==> src/rtl/core/esst_pkg.sv <==
package esst_pkg;

	// Width of the tick counters; all counter logic follows from it (8 to 32).
	localparam int TIMER_BITS = 16;
	localparam int CFG_W      = 16;
	localparam int CMP_W      = (TIMER_BITS > CFG_W) ? TIMER_BITS : CFG_W;
	localparam int PADDR_W    = 5;
	localparam int PDATA_W    = 32;

	typedef logic [TIMER_BITS-1:0] timer_t;
	typedef logic [CFG_W-1:0]      cfg_t;

	typedef enum logic [2:0] {
		REG_SPEED_MAX         = 3'd0,
		REG_SPEED_MIN         = 3'd1,
		REG_ACCEL_TARGET      = 3'd2,
		REG_THROTTLE_INTERVAL = 3'd3,
		REG_INITIAL_INTERVAL  = 3'd4,
		REG_RETRY_WAIT        = 3'd5
	} reg_idx_t;

	localparam logic [3:0] MODE_IDLE_OFF   = 4'd0;
	localparam logic [3:0] MODE_SWITCH_ON  = 4'd1;
	localparam logic [3:0] MODE_START      = 4'd2;
	localparam logic [3:0] MODE_CRANK      = 4'd3;
	localparam logic [3:0] MODE_STABILIZE  = 4'd4;
	localparam logic [3:0] MODE_THROTTLE   = 4'd5;
	localparam logic [3:0] MODE_COAST      = 4'd6;
	localparam logic [3:0] MODE_KILL       = 4'd7;
	localparam logic [3:0] MODE_SHUTDOWN   = 4'd8;
	localparam logic [3:0] MODE_CRANK_WAIT = 4'd9;
	localparam logic [3:0] MODE_KILL_WAIT  = 4'd10;

	typedef enum logic [10:0] {
		ST_IDLE_OFF   = 11'b000_0000_0001,
		ST_SWITCH_ON  = 11'b000_0000_0010,
		ST_START      = 11'b000_0000_0100,
		ST_CRANK      = 11'b000_0000_1000,
		ST_STABILIZE  = 11'b000_0001_0000,
		ST_THROTTLE   = 11'b000_0010_0000,
		ST_COAST      = 11'b000_0100_0000,
		ST_KILL       = 11'b000_1000_0000,
		ST_SHUTDOWN   = 11'b001_0000_0000,
		ST_CRANK_WAIT = 11'b010_0000_0000,
		ST_KILL_WAIT  = 11'b100_0000_0000
	} state_t;

	function automatic logic [3:0] mode_code(input state_t st);
		logic [3:0] code;
		unique case (st)
			ST_IDLE_OFF:   code = MODE_IDLE_OFF;
			ST_SWITCH_ON:  code = MODE_SWITCH_ON;
			ST_START:      code = MODE_START;
			ST_CRANK:      code = MODE_CRANK;
			ST_STABILIZE:  code = MODE_STABILIZE;
			ST_THROTTLE:   code = MODE_THROTTLE;
			ST_COAST:      code = MODE_COAST;
			ST_KILL:       code = MODE_KILL;
			ST_SHUTDOWN:   code = MODE_SHUTDOWN;
			ST_CRANK_WAIT: code = MODE_CRANK_WAIT;
			ST_KILL_WAIT:  code = MODE_KILL_WAIT;
			default:       code = MODE_IDLE_OFF;
		endcase
		return code;
	endfunction

endpackage

==> src/rtl/core/esst_ifs.sv <==
// Tick channel: one sampled millisecond of vehicle status.
interface esst_tick_if;
	logic               valid;
	logic               ready;
	logic               switch_disabled;
	logic               engine_running;
	logic        [15:0] speed;
	logic signed [15:0] accel;
	logic               attempt_ok;

	modport source (output valid, switch_disabled, engine_running, speed, accel, attempt_ok,
		input ready);
	modport sink (input valid, switch_disabled, engine_running, speed, accel, attempt_ok,
		output ready);
endinterface

// Command channel: new state and one-tick command pulses.
interface esst_cmd_if;
	logic       valid;
	logic       ready;
	logic [3:0] mode;
	logic       servo_up;
	logic       servo_down;
	logic       crank_cmd;
	logic       kill_cmd;

	modport source (output valid, mode, servo_up, servo_down, crank_cmd, kill_cmd,
		input ready);
	modport sink (input valid, mode, servo_up, servo_down, crank_cmd, kill_cmd,
		output ready);
endinterface

==> src/rtl/core/engine_start_stop_throttle_fsm_top.sv <==
// Engine start-stop throttle sequencer. Every transfer on the tick channel is one
// millisecond of sampled status (enable switch, engine running, speed, acceleration,
// result of this tick's crank or kill attempt) and yields exactly one transfer on the
// command channel carrying the new state and the servo, crank and kill pulses for that
// tick. The sequencer waits for the switch, cranks the engine, steps the throttle servo
// up during start, then holds acceleration near the target until maximum speed, kills
// the engine and coasts down to minimum speed before starting over; failed cranks or
// kills wait retry_wait ticks. A tick is first captured in the input register and then
// sits in the result register, which offers its result on the command channel until
// it is taken. A new tick is taken in every cycle as long as the command channel keeps
// up; the rate is one tick per cycle, set by the combinational next-state logic between
// the two registers. Thresholds and intervals sit in six 16-bit registers on the APB
// port at byte addresses 0, 4, 8, 12, 16 and 20, and should be changed only while no
// tick is in flight.
module engine_start_stop_throttle_fsm_top (
	input  logic                           clk,
	input  logic                           arst_n,
	input  logic                           psel,
	input  logic                           penable,
	input  logic                           pwrite,
	input  logic [esst_pkg::PADDR_W-1:0]   paddr,
	input  logic [esst_pkg::PDATA_W-1:0]   pwdata,
	output logic [esst_pkg::PDATA_W-1:0]   prdata,
	output logic                           pready,
	esst_tick_if.sink                      tick,
	esst_cmd_if.source                     cmd
);
	import esst_pkg::*;

	localparam timer_t TIMER_MAX = {TIMER_BITS{1'b1}};

	// Configuration registers.
	cfg_t speed_max_q;
	cfg_t speed_min_q;
	cfg_t accel_target_q;
	cfg_t throttle_interval_q;
	cfg_t initial_interval_q;
	cfg_t retry_wait_q;

	reg_idx_t reg_idx;
	logic     cfg_wr;

	assign pready  = 1'b1;
	assign reg_idx = reg_idx_t'(paddr[4:2]);
	assign cfg_wr  = psel && penable && pwrite;

	always_ff @(posedge clk or negedge arst_n) begin
		if (!arst_n) begin
			speed_max_q         <= CFG_W'(480);
			speed_min_q         <= CFG_W'(80);
			accel_target_q      <= CFG_W'(128);
			throttle_interval_q <= CFG_W'(100);
			initial_interval_q  <= CFG_W'(1);
			retry_wait_q        <= CFG_W'(3000);
		end else if (cfg_wr) begin
			unique case (reg_idx)
				REG_SPEED_MAX:         speed_max_q         <= pwdata[CFG_W-1:0];
				REG_SPEED_MIN:         speed_min_q         <= pwdata[CFG_W-1:0];
				REG_ACCEL_TARGET:      accel_target_q      <= pwdata[CFG_W-1:0];
				REG_THROTTLE_INTERVAL: throttle_interval_q <= pwdata[CFG_W-1:0];
				REG_INITIAL_INTERVAL:  initial_interval_q  <= pwdata[CFG_W-1:0];
				REG_RETRY_WAIT:        retry_wait_q        <= pwdata[CFG_W-1:0];
				default: ;
			endcase
		end
	end

	// Reads of the unused addresses return zero.
	always_comb begin
		prdata = '0;
		unique case (reg_idx)
			REG_SPEED_MAX:         prdata = PDATA_W'(speed_max_q);
			REG_SPEED_MIN:         prdata = PDATA_W'(speed_min_q);
			REG_ACCEL_TARGET:      prdata = PDATA_W'(accel_target_q);
			REG_THROTTLE_INTERVAL: prdata = PDATA_W'(throttle_interval_q);
			REG_INITIAL_INTERVAL:  prdata = PDATA_W'(initial_interval_q);
			REG_RETRY_WAIT:        prdata = PDATA_W'(retry_wait_q);
			default:               prdata = '0;
		endcase
	end

	// Stage 1: input register. It advances whenever the result register is free or
	// being emptied in the same cycle, so while a result is stalled one further tick
	// can still be captured before the tick channel is held off.
	logic               valid_s1;
	logic               sw_off_s1;
	logic               running_s1;
	logic        [15:0] speed_s1;
	logic signed [15:0] accel_s1;
	logic               ok_s1;

	logic               valid_s2;
	logic               advance;

	assign advance    = valid_s1 && (!valid_s2 || cmd.ready);
	assign tick.ready = !valid_s1 || advance;

	always_ff @(posedge clk or negedge arst_n) begin
		if (!arst_n) begin
			valid_s1 <= 1'b0;
		end else if (tick.ready) begin
			valid_s1 <= tick.valid;
		end
	end

	always_ff @(posedge clk) begin
		if (tick.valid && tick.ready) begin
			sw_off_s1  <= tick.switch_disabled;
			running_s1 <= tick.engine_running;
			speed_s1   <= tick.speed;
			accel_s1   <= tick.accel;
			ok_s1      <= tick.attempt_ok;
		end
	end

	// Sequencer state. It is updated only when a tick leaves stage 1, so ticks are
	// evaluated strictly in order.
	state_t state_q;
	timer_t throttle_timer_q;
	timer_t initial_timer_q;
	timer_t wait_timer_q;

	state_t state_nxt;
	timer_t throttle_timer_nxt;
	timer_t initial_timer_nxt;
	timer_t wait_timer_nxt;
	timer_t t_el;
	timer_t i_el;
	timer_t w_el;
	logic   throttle_due;
	logic   initial_due;
	logic   wait_done;
	logic   up;
	logic   down;
	logic   crank;
	logic   kill;

	// Each counter includes the current tick and saturates at its maximum.
	assign t_el = (throttle_timer_q == TIMER_MAX) ? TIMER_MAX : throttle_timer_q + 1'b1;
	assign i_el = (initial_timer_q == TIMER_MAX) ? TIMER_MAX : initial_timer_q + 1'b1;
	assign w_el = (wait_timer_q == TIMER_MAX) ? TIMER_MAX : wait_timer_q + 1'b1;

	// Compare at the wider of the two widths so that a short counter never reaches
	// an interval above its maximum.
	assign throttle_due = CMP_W'(t_el) >= CMP_W'(throttle_interval_q);
	assign initial_due  = CMP_W'(i_el) >= CMP_W'(initial_interval_q);
	assign wait_done    = CMP_W'(w_el) >= CMP_W'(retry_wait_q);

	always_comb begin
		state_nxt          = state_q;
		throttle_timer_nxt = t_el;
		initial_timer_nxt  = i_el;
		up                 = 1'b0;
		down               = 1'b0;
		crank              = 1'b0;
		kill               = 1'b0;
		unique case (state_q)
			ST_SWITCH_ON: begin
				state_nxt = sw_off_s1 ? ST_SHUTDOWN : ST_START;
			end
			ST_START: begin
				if (sw_off_s1) begin
					state_nxt = ST_SHUTDOWN;
				end else if (!running_s1) begin
					state_nxt = ST_CRANK;
				end else if (initial_due) begin
					up                = 1'b1;
					initial_timer_nxt = '0;
					state_nxt         = ST_START;
				end else begin
					state_nxt = ST_STABILIZE;
				end
			end
			ST_CRANK: begin
				if (sw_off_s1) begin
					state_nxt = ST_SHUTDOWN;
				end else if (!running_s1) begin
					crank     = 1'b1;
					state_nxt = ok_s1 ? ST_START : ST_CRANK_WAIT;
				end else begin
					state_nxt = ST_START;
				end
			end
			ST_STABILIZE: begin
				if (sw_off_s1) begin
					state_nxt = ST_SHUTDOWN;
				end else if (!running_s1) begin
					state_nxt = ST_START;
				end else begin
					state_nxt = ST_THROTTLE;
				end
			end
			ST_THROTTLE: begin
				if (sw_off_s1) begin
					state_nxt = ST_SHUTDOWN;
				end else if (speed_s1 >= speed_max_q) begin
					state_nxt = ST_COAST;
				end else begin
					// Between adjustments the state holds with no pulse.
					if (throttle_due) begin
						if (accel_s1 < $signed(accel_target_q)) begin
							up = 1'b1;
						end else begin
							down = 1'b1;
						end
						throttle_timer_nxt = '0;
					end
					state_nxt = ST_THROTTLE;
				end
			end
			ST_COAST: begin
				if (sw_off_s1) begin
					state_nxt = ST_SHUTDOWN;
				end else if (running_s1) begin
					state_nxt = ST_KILL;
				end else if (speed_s1 >= speed_min_q) begin
					state_nxt = ST_COAST;
				end else begin
					state_nxt = ST_IDLE_OFF;
				end
			end
			ST_KILL: begin
				if (sw_off_s1) begin
					state_nxt = ST_SHUTDOWN;
				end else begin
					kill      = 1'b1;
					state_nxt = ok_s1 ? ST_COAST : ST_KILL_WAIT;
				end
			end
			ST_SHUTDOWN: begin
				kill      = 1'b1;
				state_nxt = ok_s1 ? ST_IDLE_OFF : ST_KILL_WAIT;
			end
			ST_CRANK_WAIT: begin
				if (wait_done) begin
					state_nxt = sw_off_s1 ? ST_IDLE_OFF : ST_CRANK;
				end else begin
					state_nxt = ST_CRANK_WAIT;
				end
			end
			ST_KILL_WAIT: begin
				state_nxt = wait_done ? ST_IDLE_OFF : ST_KILL_WAIT;
			end
			default: begin
				state_nxt = sw_off_s1 ? ST_IDLE_OFF : ST_SWITCH_ON;
			end
		endcase
	end

	// The wait counter runs only while staying in a fail-wait state and restarts on
	// every entry.
	always_comb begin
		wait_timer_nxt = '0;
		if ((state_nxt == ST_CRANK_WAIT || state_nxt == ST_KILL_WAIT) &&
			state_nxt == state_q) begin
			wait_timer_nxt = w_el;
		end
	end

	always_ff @(posedge clk or negedge arst_n) begin
		if (!arst_n) begin
			state_q          <= ST_IDLE_OFF;
			throttle_timer_q <= '0;
			initial_timer_q  <= '0;
			wait_timer_q     <= '0;
		end else if (advance) begin
			state_q          <= state_nxt;
			throttle_timer_q <= throttle_timer_nxt;
			initial_timer_q  <= initial_timer_nxt;
			wait_timer_q     <= wait_timer_nxt;
		end
	end

	// Stage 2: result register, held until the command channel takes it.
	logic [3:0] mode_s2;
	logic       up_s2;
	logic       down_s2;
	logic       crank_s2;
	logic       kill_s2;

	always_ff @(posedge clk or negedge arst_n) begin
		if (!arst_n) begin
			valid_s2 <= 1'b0;
		end else if (advance) begin
			valid_s2 <= 1'b1;
		end else if (cmd.ready) begin
			valid_s2 <= 1'b0;
		end
	end

	always_ff @(posedge clk) begin
		if (advance) begin
			mode_s2  <= mode_code(state_nxt);
			up_s2    <= up;
			down_s2  <= down;
			crank_s2 <= crank;
			kill_s2  <= kill;
		end
	end

	assign cmd.valid      = valid_s2;
	assign cmd.mode       = mode_s2;
	assign cmd.servo_up   = up_s2;
	assign cmd.servo_down = down_s2;
	assign cmd.crank_cmd  = crank_s2;
	assign cmd.kill_cmd   = kill_s2;

endmodule

==> src/flat_wrapper.sv <==
// flat-port wrapper written by rule: the top's interface ports become plain ports
module engine_start_stop_throttle_fsm_top_flat import esst_pkg::*;
  (clk, arst_n, psel, penable, pwrite, paddr, pwdata, prdata, pready, tick_valid, tick_switch_disabled, tick_engine_running, tick_speed, tick_accel, tick_attempt_ok, tick_ready, cmd_valid, cmd_mode, cmd_servo_up, cmd_servo_down, cmd_crank_cmd, cmd_kill_cmd, cmd_ready);
  esst_tick_if tick_i ();
  esst_cmd_if cmd_i ();
  input  logic clk;
  input  logic arst_n;
  input  logic psel;
  input  logic penable;
  input  logic pwrite;
  input  logic [esst_pkg::PADDR_W-1:0] paddr;
  input  logic [esst_pkg::PDATA_W-1:0] pwdata;
  output logic [esst_pkg::PDATA_W-1:0] prdata;
  output logic pready;
  input wire logic [$bits(tick_i.valid)-1:0] tick_valid;
  input wire logic [$bits(tick_i.switch_disabled)-1:0] tick_switch_disabled;
  input wire logic [$bits(tick_i.engine_running)-1:0] tick_engine_running;
  input wire logic [$bits(tick_i.speed)-1:0] tick_speed;
  input wire logic [$bits(tick_i.accel)-1:0] tick_accel;
  input wire logic [$bits(tick_i.attempt_ok)-1:0] tick_attempt_ok;
  output wire logic [$bits(tick_i.ready)-1:0] tick_ready;
  output wire logic [$bits(cmd_i.valid)-1:0] cmd_valid;
  output wire logic [$bits(cmd_i.mode)-1:0] cmd_mode;
  output wire logic [$bits(cmd_i.servo_up)-1:0] cmd_servo_up;
  output wire logic [$bits(cmd_i.servo_down)-1:0] cmd_servo_down;
  output wire logic [$bits(cmd_i.crank_cmd)-1:0] cmd_crank_cmd;
  output wire logic [$bits(cmd_i.kill_cmd)-1:0] cmd_kill_cmd;
  input wire logic [$bits(cmd_i.ready)-1:0] cmd_ready;
  assign tick_i.valid = tick_valid;
  assign tick_i.switch_disabled = tick_switch_disabled;
  assign tick_i.engine_running = tick_engine_running;
  assign tick_i.speed = tick_speed;
  assign tick_i.accel = tick_accel;
  assign tick_i.attempt_ok = tick_attempt_ok;
  assign tick_ready = tick_i.ready;
  assign cmd_valid = cmd_i.valid;
  assign cmd_mode = cmd_i.mode;
  assign cmd_servo_up = cmd_i.servo_up;
  assign cmd_servo_down = cmd_i.servo_down;
  assign cmd_crank_cmd = cmd_i.crank_cmd;
  assign cmd_kill_cmd = cmd_i.kill_cmd;
  assign cmd_i.ready = cmd_ready;
  engine_start_stop_throttle_fsm_top u_core (.clk(clk), .arst_n(arst_n), .psel(psel), .penable(penable), .pwrite(pwrite), .paddr(paddr), .pwdata(pwdata), .prdata(prdata), .pready(pready), .tick(tick_i), .cmd(cmd_i));
endmodule
==> config.mk <==
export PLATFORM = sky130hd
export DESIGN_NAME = engine_start_stop_throttle_fsm_top_flat
export DESIGN_NICKNAME = d
export VERILOG_FILES = /design/src/rtl/core/esst_pkg.sv /design/src/rtl/core/esst_ifs.sv /design/src/rtl/core/engine_start_stop_throttle_fsm_top.sv /design/src/flat_wrapper.sv
export SDC_FILE = /design/constraint.sdc
export NUM_CORES = 1
export LEC_CHECK = 0
export ABC_AREA = 1
export ABC_CLOCK_PERIOD_IN_PS = 9790
export BUFFER_PORTS_ARGS = -buffer_cell sky130_fd_sc_hd__buf_4
export CAP_MARGIN = 15
export CORE_MARGIN = 3
export CORE_UTILIZATION = 50
export DETAILED_ROUTE_END_ITERATION = 6
export PLACE_DENSITY = 0.72
export SYNTH_ARGS = -nofsm -noshare
export SYNTH_HDL_FRONTEND = slang
export SYNTH_SLANG_ARGS = --single-unit
==> constraint.sdc <==
create_clock -name clk -period 9.79 [get_ports clk]
set_input_delay 1.958 -clock clk [delete_from_list [all_inputs] [get_ports clk]]
set_output_delay 1.958 -clock clk [all_outputs]
set_load 0.01 [all_outputs]
## After elaboration in Yosys (flattened, before gate mapping)

Index checks and enable logic that the tools add are counted.

| cells by class | value |
|---|---|
| add/sub/neg operators | 3 |
| bitwise gates (word level) | 3 |
| magnitude comparators | 6 |
| reductions and logical operators | 20 |
| eq/ne operators | 29 |
| muxes and demuxes | 50 |

Operators by type and width:

| kind | number |
|---|---|
| 2-to-1 mux 16 bit | 12 |
| 2-to-1 mux 11 bit | 13 |
| one-hot mux 11 bit (10 select lines) | 1 |
| one-hot mux 16 bit (6 select lines) | 1 |
| >= comparator 16 bit | 5 |
| adder 16 x 1 -> 16 bit (second input constant) | 3 |
| equality test 16 bit (second input constant) | 3 |
| one-hot mux 4 bit (10 select lines) | 1 |
| equality test 11 x 10 -> 1 bit (second input constant) | 2 |
| equality test 11 bit (second input constant) | 2 |
| equality test 11 x 2 -> 1 bit (second input constant) | 2 |
| equality test 11 x 3 -> 1 bit (second input constant) | 2 |
| equality test 11 x 4 -> 1 bit (second input constant) | 2 |
| equality test 11 x 5 -> 1 bit (second input constant) | 2 |
| equality test 11 x 6 -> 1 bit (second input constant) | 2 |
| equality test 11 x 7 -> 1 bit (second input constant) | 2 |
| equality test 11 x 8 -> 1 bit (second input constant) | 2 |
| equality test 11 x 9 -> 1 bit (second input constant) | 2 |
| less-than comparator 16 bit | 1 |
| 2-to-1 mux 7 bit | 2 |
| 2-to-1 mux 1 bit | 12 |
| AND reduction 2 bit | 6 |
| equality test 11 bit | 1 |
| 2-to-1 mux 10 bit | 1 |
| 17 further kinds | 29 |

| storage, ports and cells | value |
|---|---|
| logic and storage cells | 133 |
| output and inout bits | 43 |
| input port bits | 79 |
| flip-flop bits (word level) | 200 |

## Longest topological paths before layout

Gate-level depths: netlist of run 1.

| depth | value |
|---|---|
| word-level depth | 11 |
| depth in mapped cells | 25 |
| mapped depth without buffers | 24 |

## Worst setup path before layout of run 1

No wires, ideal clock.

| timing | value |
|---|---|
| path kind | input to output |
| start point | input paddr[4] (netlist bit) |
| end point | output prdata[15] (netlist bit) |
| required time | 7,832 ps |
| cell stages on the path | 4 |
| arrival time | 3,109 ps |
| buffers on the path | 1 |
| path slack | 4,723 ps |
| cell sequence | clkbuf_1 > nor3_2 > clkinv_1 > o2111ai_1 |

| on the way | value |
|---|---|
| word-level cells in the longest chain between the ends | 2 |
| elaborated cells between the ends (all ways) | 7 |
| classes of those cells | 5 x eq/ne; 1 x mux; 1 x reduce/logical |

RTL lines:

| element | RTL line | RTL |
|---|---|---|
| start: declaration | flat_wrapper.sv:11 | `input logic [esst_pkg::PADDR_W-1:0] paddr;` |
| equality test 3 bit, or another cell as far along | engine_start_stop_throttle_fsm_top.sv:71 | `unique case (reg_idx)` |
| one-hot mux 16 bit (6 select lines) * | engine_start_stop_throttle_fsm_top.sv:71 |  |
| end: declaration | flat_wrapper.sv:13 | `output logic [esst_pkg::PDATA_W-1:0] prdata;` |

Mark *: on every way between the ends. The rest lies on a longest branch, timed or not.

## Final worst setup path of run 1

| timing | value |
|---|---|
| start point | input paddr[2] (netlist bit) |
| end point | output prdata[7] (netlist bit) |

The elaborated chain is that of the path after synthesis.

==> run_results.csv, run 1 <==
group,metric,value,unit
placed_design,dp_hpwl,22640,µm
synthesis,avgSynthCellArea,8.107,µm²
routing,route.layer.met1.wl,13180,µm
finish,nFillCells,2104,
routing,met3WireLength,1779,µm
timing,tightest_slew,1132,ps
synthesis,syn_area,0.01209,mm²
timing,hold_viol_final,0,
worst_setup_path,crit_family,"simple AND/OR/NAND/NOR gates",
worst_hold_path,hp-start,"u_core.wait_timer_q[8]",
cts,cts_max_level,4,
cts,clk_path_buf_depth,2,
routing,route.detailed.drc,0,
timing,setup_tns,0,ps
synthesis,post-synth-top-area-cell,"dfrtp_1",
cts,cts_buffers,17,
placed_design,dpl-instance-area,0.01294,mm²
timing,setup_violations,0,
finish,diodes,0,
floorplanning,start_util,51.19,%
floorplanning,placementRows,56,
routing,wire_per_inst,15.78,µm
global_routing,antenna_found_initial,0,
worst_setup_path,r2r_cells,23,
global_routing,grt_pass1_wl,49210,µm
cts,cts_resized,0,
worst_setup_path,critPathBufInv,2,
global_routing,gr-total-overflow,0,
finish,fin_cells,1892,
worst_setup_path,cp-end-kind,"output port",
worst_setup_path,cp_max_fo,17,
power,power.total,2.766,mW
floorplanning,ios,122,
cts,insertion_delay,450,ps
synthesis,async_flop_share,78.50,%
cts,cts_setup_buffers,0,
routing,dr.pass1.iters,5,
power,vdd_drop_max,0.00009637,V
placed_design,place_inst,1860,
global_routing,grt_pass1_vias,9765,
synthesis,syn_inst,1491,
worst_setup_path,critPathSlowestCell,"nor3_2",
worst_hold_path,hold-path-cell-count,2,
routing,top_layer_used,"met4",
power,p_leak,6.711,nW
routing,dr_wl_met2,14060,µm
worst_setup_path,worstPathArrival,3720,ps
worst_hold_path,holdCritPathClass,"flop to flop",
worst_setup_path,crit_type,"input port to output port",
timing,grt_setup_unrepaired,"false",
timing,clock_skew,13.01,ps
floorplanning,core,0.02361,mm²
finish,fin_util,57.41,%
timing,fmax,176.1,MHz
finish,drive_gt1_share,11.89,%
worst_setup_path,r2r_start,"u_core.initial_timer_q[0]",
finish,finalNetCount,1737,
routing,antenna_left,0,
synthesis,ys_warn_count,0,
cts,clock-root-buffer,"clkbuf_16",
floorplanning,chipWidth,161.5,µm
synthesis,ys.flop_type,"dfrtp_1",
global_routing,track_usage,23.66,%
placed_design,gp_congestion,0.9311,
timing,slew_headroom,24.14,%
synthesis,synthTopCellsByCount,"nand2_1 (320), inv_1 (242), o21ai_0 (144)",
finish,final_cell_area,0.01356,mm²
worst_setup_path,crit_top_cell,"buf_4",
synthesis,synth.area.top_cells,"dfrtp_1 (29%), edfxtp_1 (11%), ha_1 (10%)",
routing,vias,10231,
finish,syn2layout_area_growth,12.15,%
synthesis,synth_edf_count,43,
timing,period_needed,5678,ps
power,power_density,204.0,mW/mm²
worst_setup_path,crit_chain,"buf_4 > nor3_2 > a22oi_1 > o211ai_1 > buf_4",
synthesis,ys_types,54,
worst_setup_path,startpoint_type,"input port",
timing,fin_crit_sh,58.00,%
cts,tritoncts,"yes",
run,max-cap-violations,0,
worst_setup_path,worstPathRequired,7830,ps
worst_setup_path,max_stage_delay,910,ps
run_status,status,"complete, no violations",
routing,via_per_inst,5.408,
timing,drv_slew,0,
placed_design,io_buffers,86,
cts,postCtsHoldBufs,0,
worst_hold_path,worstHoldEndpoint,"u_core.wait_timer_q[8]",
routing,routed_wl,29860,µm
cts,clkSinkCount,200,
synthesis,synth.most_common_cell,"nand2_1",
cts,path_clk_slew,70,ps
global_routing,grt_max_degree,81,
routing,drt_iter0_drc,865,
synthesis,yosysTopAreaCellShare,28.57,%
synthesis,synth-seq-cells,200,
floorplanning,dieArea,0.02608,mm²
synthesis,ys_seq_area_share,43.38,%
floorplanning,die_h,161.5,µm
worst_setup_path,setup.reg_to_reg.worst_slack,5420,ps
worst_setup_path,rr_endpoint,"u_core.wait_timer_q[3]",
per-layer routing:
metal | vias to the layer above | global-route usage, %
met5 | - | 0
met4 | 0 | 8.291
met3 | 47 | 3.950
met2 | 320 | 38.05
met1 | 4840 | 32.58
li1 | 5024 | -
how the worst max path moves through the flow:
stage,startpoint,endpoint,slack [ps],cells after the start
after global placement,paddr[2],prdata[7],4180,5
after detailed placement,paddr[2],prdata[5],4140,5
after CTS,paddr[3],prdata[14],4170,7
after global routing,paddr[3],prdata[11],4060,6
final,paddr[2],prdata[7],4110,5
after floorplan,paddr[4],prdata[15],4720,4
kinds of logic (layout without fill, tap and decap cells):
| family | count (synthesis) | in the layout | share of synthesized area, % |
|---|---|---|---|
| xor+xnor | 25 | 25 | 1.811 |
| fa+ha+maj | 98 | 98 | 10.14 |
| simple gates | 555 | 555 | 20.29 |
| flops | 200 | 200 | 43.38 |
| compound gates | 304 | 304 | 14.03 |
| buf+inv | 307 | 374 | 10.29 |
| other cells | 2 | 17 | 0.06213 |
worst min-delay path: cells and delay by family, from the launching register on:
kind / cells / cell delay, ps
DFF: 1 / 350
and+or+nand+nor: 2 / 100
where the power goes:
part,internal [mW],switching [mW]
Combinational,0.334,0.562
Sequential,1.03,0.114
Clock,0.353,0.377
layout make-up:
class                           count  area, µm²  area share, %
Clock buffer                       17      425.4          3.138
Clock inverter                     15      192.7          1.421
Inverter                          249      934.6          6.894
Multi-Input combinational cell    999       5659          41.74
Sequential cell                   200       5244          38.68
Tap cell                          319      399.1          2.944
Timing Repair Buffer               93      701.9          5.178
cell usage in the layout, fill, tap and decap left out, types with 4 or more instances in the layout:
cell type  netlist  routed
o21ai_0        144     144
nor2_4           5       5
conb_1           2      17
nand2_1        320     320
o21ai_1          5       5
nor2_1          89      88
edfxtp_1        43      43
nor3_2           9       9
o22ai_1         31      31
clkbuf_16        0      17
clkinv_8         0       4
buf_4           19      92
a22oi_1         14      14
inv_2            5       6
nor2_2           5       6
ha_1            98      98
dfrtp_1        138     138
dfstp_2         19      19
nand3_1         52      52
xor2_1          23      23
inv_1          242     241
inv_8            0       4
a21oi_1         73      73
o211ai_1        16      16
nor3_1          25      25
nand2_2          7       7
nand4_1         29      29
stage by stage:
stage          worst slack (ps)  hold WS (ps)
6_report                   4112         483.0
5_1_grt                    4061         513.2
4_1_cts                    4171         488.9
3_5_place_dp               4145         469.5
3_3_place_gp               4183         465.9
2_1_floorplan              4723         449.5
No activity file was read; power rests on OpenSTA's default activity.
==> run 2, diff against run 1 <==
--- a/config.mk
+++ b/config.mk
@@ -5,8 +5,8 @@
 export SDC_FILE = /design/constraint.sdc
 export NUM_CORES = 1
 export LEC_CHECK = 0
-export ABC_AREA = 1
-export ABC_CLOCK_PERIOD_IN_PS = 9790
+export ABC_AREA = 0
+export ABC_CLOCK_PERIOD_IN_PS = 5950
 export BUFFER_PORTS_ARGS = -buffer_cell sky130_fd_sc_hd__buf_4
 export CAP_MARGIN = 15
 export CORE_MARGIN = 3
==> constraint.sdc (replaced) <==
create_clock -name clk -period 5.95 [get_ports clk]
set_input_delay 1.19 -clock clk [delete_from_list [all_inputs] [get_ports clk]]
set_output_delay 1.19 -clock clk [all_outputs]
set_load 0.01 [all_outputs]
==> run_results.csv, run 2 <==
group,metric,value,unit
worst_setup_path,worstPathRequired,6280,ps
cts,postCtsHoldBufs,0,
finish,finalNetCount,1497,
timing,clock_skew,15.01,ps
power,vdd_drop_max,0.0002183,V
worst_setup_path,crit_family,"simple AND/OR/NAND/NOR gates",
cts,cts_buffers,17,
routing,drt_iter0_drc,911,
cts,path_clk_slew,80,ps
synthesis,yosysTopAreaCellShare,29.30,%
timing,grt_setup_unrepaired,"false",
synthesis,ys.flop_type,"dfrtp_1",
timing,slew_headroom,41.52,%
synthesis,syn_inst,1258,
worst_setup_path,r2r_cells,14,
global_routing,grt_max_degree,77,
run,max-cap-violations,0,
worst_setup_path,rr_endpoint,"u_core.initial_timer_q[13]",
synthesis,ys_warn_count,0,
timing,drv_slew,0,
synthesis,synth.most_common_cell,"nand2_1",
routing,via_per_inst,5.807,
synthesis,synth.area.top_cells,"dfrtp_1 (29%), edfxtp_1 (11%), ha_1 (10%)",
finish,fin_cells,1646,
synthesis,synth_compound_area_share,17.84,%
floorplanning,start_util,51.43,%
routing,dr.pass1.iters,6,
floorplanning,placementRows,55,
global_routing,gr-total-overflow,0,
finish,syn2layout_area_growth,12.06,%
cts,cts_setup_buffers,0,
worst_setup_path,cp_max_fo,24,
global_routing,grt_pass1_wl,49850,µm
finish,layout_commonest_cell,"nand2_1",
worst_setup_path,crit_type,"flop to flop",
timing,fin_crit_sh,74.12,%
run_status,status,"complete, no violations",
synthesis,avgSynthCellArea,9.368,µm²
routing,route.detailed.drc,0,
synthesis,syn_area,0.01179,mm²
timing,fmax,226.7,MHz
placed_design,dp_hpwl,23050,µm
finish,diodes,0,
placed_design,place_inst,1614,
power,power.total,4.161,mW
cts,clkSinkCount,200,
floorplanning,chipWidth,159.5,µm
worst_hold_path,hold-path-cell-count,1,
cts,clk_path_buf_depth,2,
routing,wire_per_inst,18.76,µm
routing,antenna_left,0,
routing,routed_wl,30880,µm
floorplanning,die_h,159.5,µm
worst_setup_path,critPathSlowestCell,"nor2b_1",
routing,vias,9558,
worst_setup_path,r2r_start,"u_core.initial_timer_q[0]",
worst_setup_path,setup.reg_to_reg.worst_slack,1540,ps
floorplanning,core,0.02292,mm²
placed_design,io_buffers,86,
cts,cts_resized,0,
synthesis,synth_top_family_by_area,"compound AO/OA/AOI/OAI gates",
timing,setup_violations,0,
worst_hold_path,hp-start,"u_core.valid_s1",
worst_setup_path,worstPathArrival,4740,ps
global_routing,grt_pass1_vias,9307,
power,p_leak,6.097,nW
synthesis,synthAdderAreaFrac,10.40,%
worst_setup_path,startpoint_type,"flop",
finish,layout_common_cells,"nand2_1 (193), o21ai_0 (141), dfrtp_1 (138)",
floorplanning,dieArea,0.02545,mm²
worst_hold_path,holdCritPathClass,"flop to flop",
finish,drive_gt1_share,13.95,%
synthesis,async_flop_share,78.50,%
worst_setup_path,crit_path_start,"u_core.initial_timer_q[0]",
synthesis,post-synth-top-area-cell,"dfrtp_1",
synthesis,synthXorXnorAreaFrac,2.155,%
worst_setup_path,critPathBufInv,0,
global_routing,antenna_found_initial,0,
worst_setup_path,cp-end-kind,"flop",
synthesis,synth_edf_count,43,
global_routing,track_usage,24.38,%
timing,tightest_slew,877.2,ps
cts,cts_max_level,4,
placed_design,gp_congestion,0.9302,
worst_hold_path,worstHoldEndpoint,"u_core.cmd.valid",
synthesis,synth-seq-cells,200,
cts,tritoncts,"yes",
power,power_density,315.1,mW/mm²
timing,setup_tns,0,ps
timing,hold_viol_final,0,
worst_setup_path,crit_chain,"ha_1 > and4_1 > and4_1 > nor2b_1 > nand2_1 > nand3_1 > ha_1 > nand4_1 > a31oi_1 > a2111oi_0 > o21ai_0 > nor2b_1 > nor2_1 > a22o_1",
synthesis,ys_seq_area_share,44.50,%
worst_setup_path,max_stage_delay,600,ps
synthesis,synth_mux_area_share,0.9449,%
synthesis,ys_types,74,
synthesis,synthTopCellsByCount,"nand2_1 (194), o21ai_0 (141), dfrtp_1 (138)",
synthesis,synth-simple-area-share,17.41,%
cts,clock-root-buffer,"clkbuf_16",
timing,period_needed,4410,ps
floorplanning,ios,122,
cts,insertion_delay,450,ps
-- run 2: cells by family (layout without fill, tap and decap cells) --
| family | after synthesis | count (layout) |
|---|---|---|
| other cells | 2 | 17 |
| buf+inv | 175 | 235 |
| fa+ha+maj | 98 | 98 |
| mux | 10 | 10 |
| compound gates | 329 | 329 |
| flops | 200 | 200 |
| simple gates | 415 | 415 |
| xor+xnor | 29 | 29 |
-- run 2: worst max-delay path by stage --
stage | end | depth (start not counted)
after CTS | prdata[13] | 7
after detailed placement | prdata[13] | 7
after floorplan | u_core.wait_timer_q[11] | 16
final | u_core.initial_timer_q[13] | 14
after global placement | prdata[13] | 7
after global routing | u_core.initial_timer_q[13] | 14
-- run 2: per-layer routing --
| layer | share of wire, % | wire length (µm) | track usage (%) |
|---|---|---|---|
| met4 | 3.0 | 933 | 8.357 |
| met3 | 7.2 | 2214 | 4.631 |
| met2 | 47 | 14500 | 39.53 |
| met5 | 0 | 0 | 0 |
| met1 | 43 | 13230 | 32.96 |
-- run 2: cell type report --
cell class              instances  area (µm²)
clock buffers                  17       425.4
clock inverters                15       188.9
fillers                      1967        9709
inverters                     104       390.4
multi-input cells             898        5819
flip-flops and latches        200        5244
well taps                     313       391.6
repair buffers                 99       747.0
-- run 2: through the flow --
| step | util, % | hold slack, ps | area (µm²) | worst slack, ps |
|---|---|---|---|---|
| after floorplan | - | 457.2 | 11840 | 2376 |
| after global placement | 54.95 | 483.4 | 12590 | 1651 |
| after detailed placement | 54.95 | 501.7 | 12590 | 1646 |
| after CTS | 57.63 | 519.9 | 13210 | 1585 |
| after global routing | 57.63 | 544.8 | 13210 | 1102 |
| final | 57.63 | 516.6 | 13210 | 1540 |
-- run 2: where the power goes --
group	switching, mW	internal [mW]
Sequential	0.169	1.65
Combinational	0.690	0.452
Clock	0.619	0.578
-- run 2: worst reg2reg max path, stage by stage (launching register included) --
cell       delay [ps]
dfrtp_1           430
ha_1              280
and4_1            250
and4_1            270
nor2b_1           160
nand2_1           530
nand3_1           210
ha_1              380
nand4_1           130
a31oi_1           180
a2111oi_0          90
o21ai_0           370
nor2b_1           600
nor2_1            180
a22o_1            230
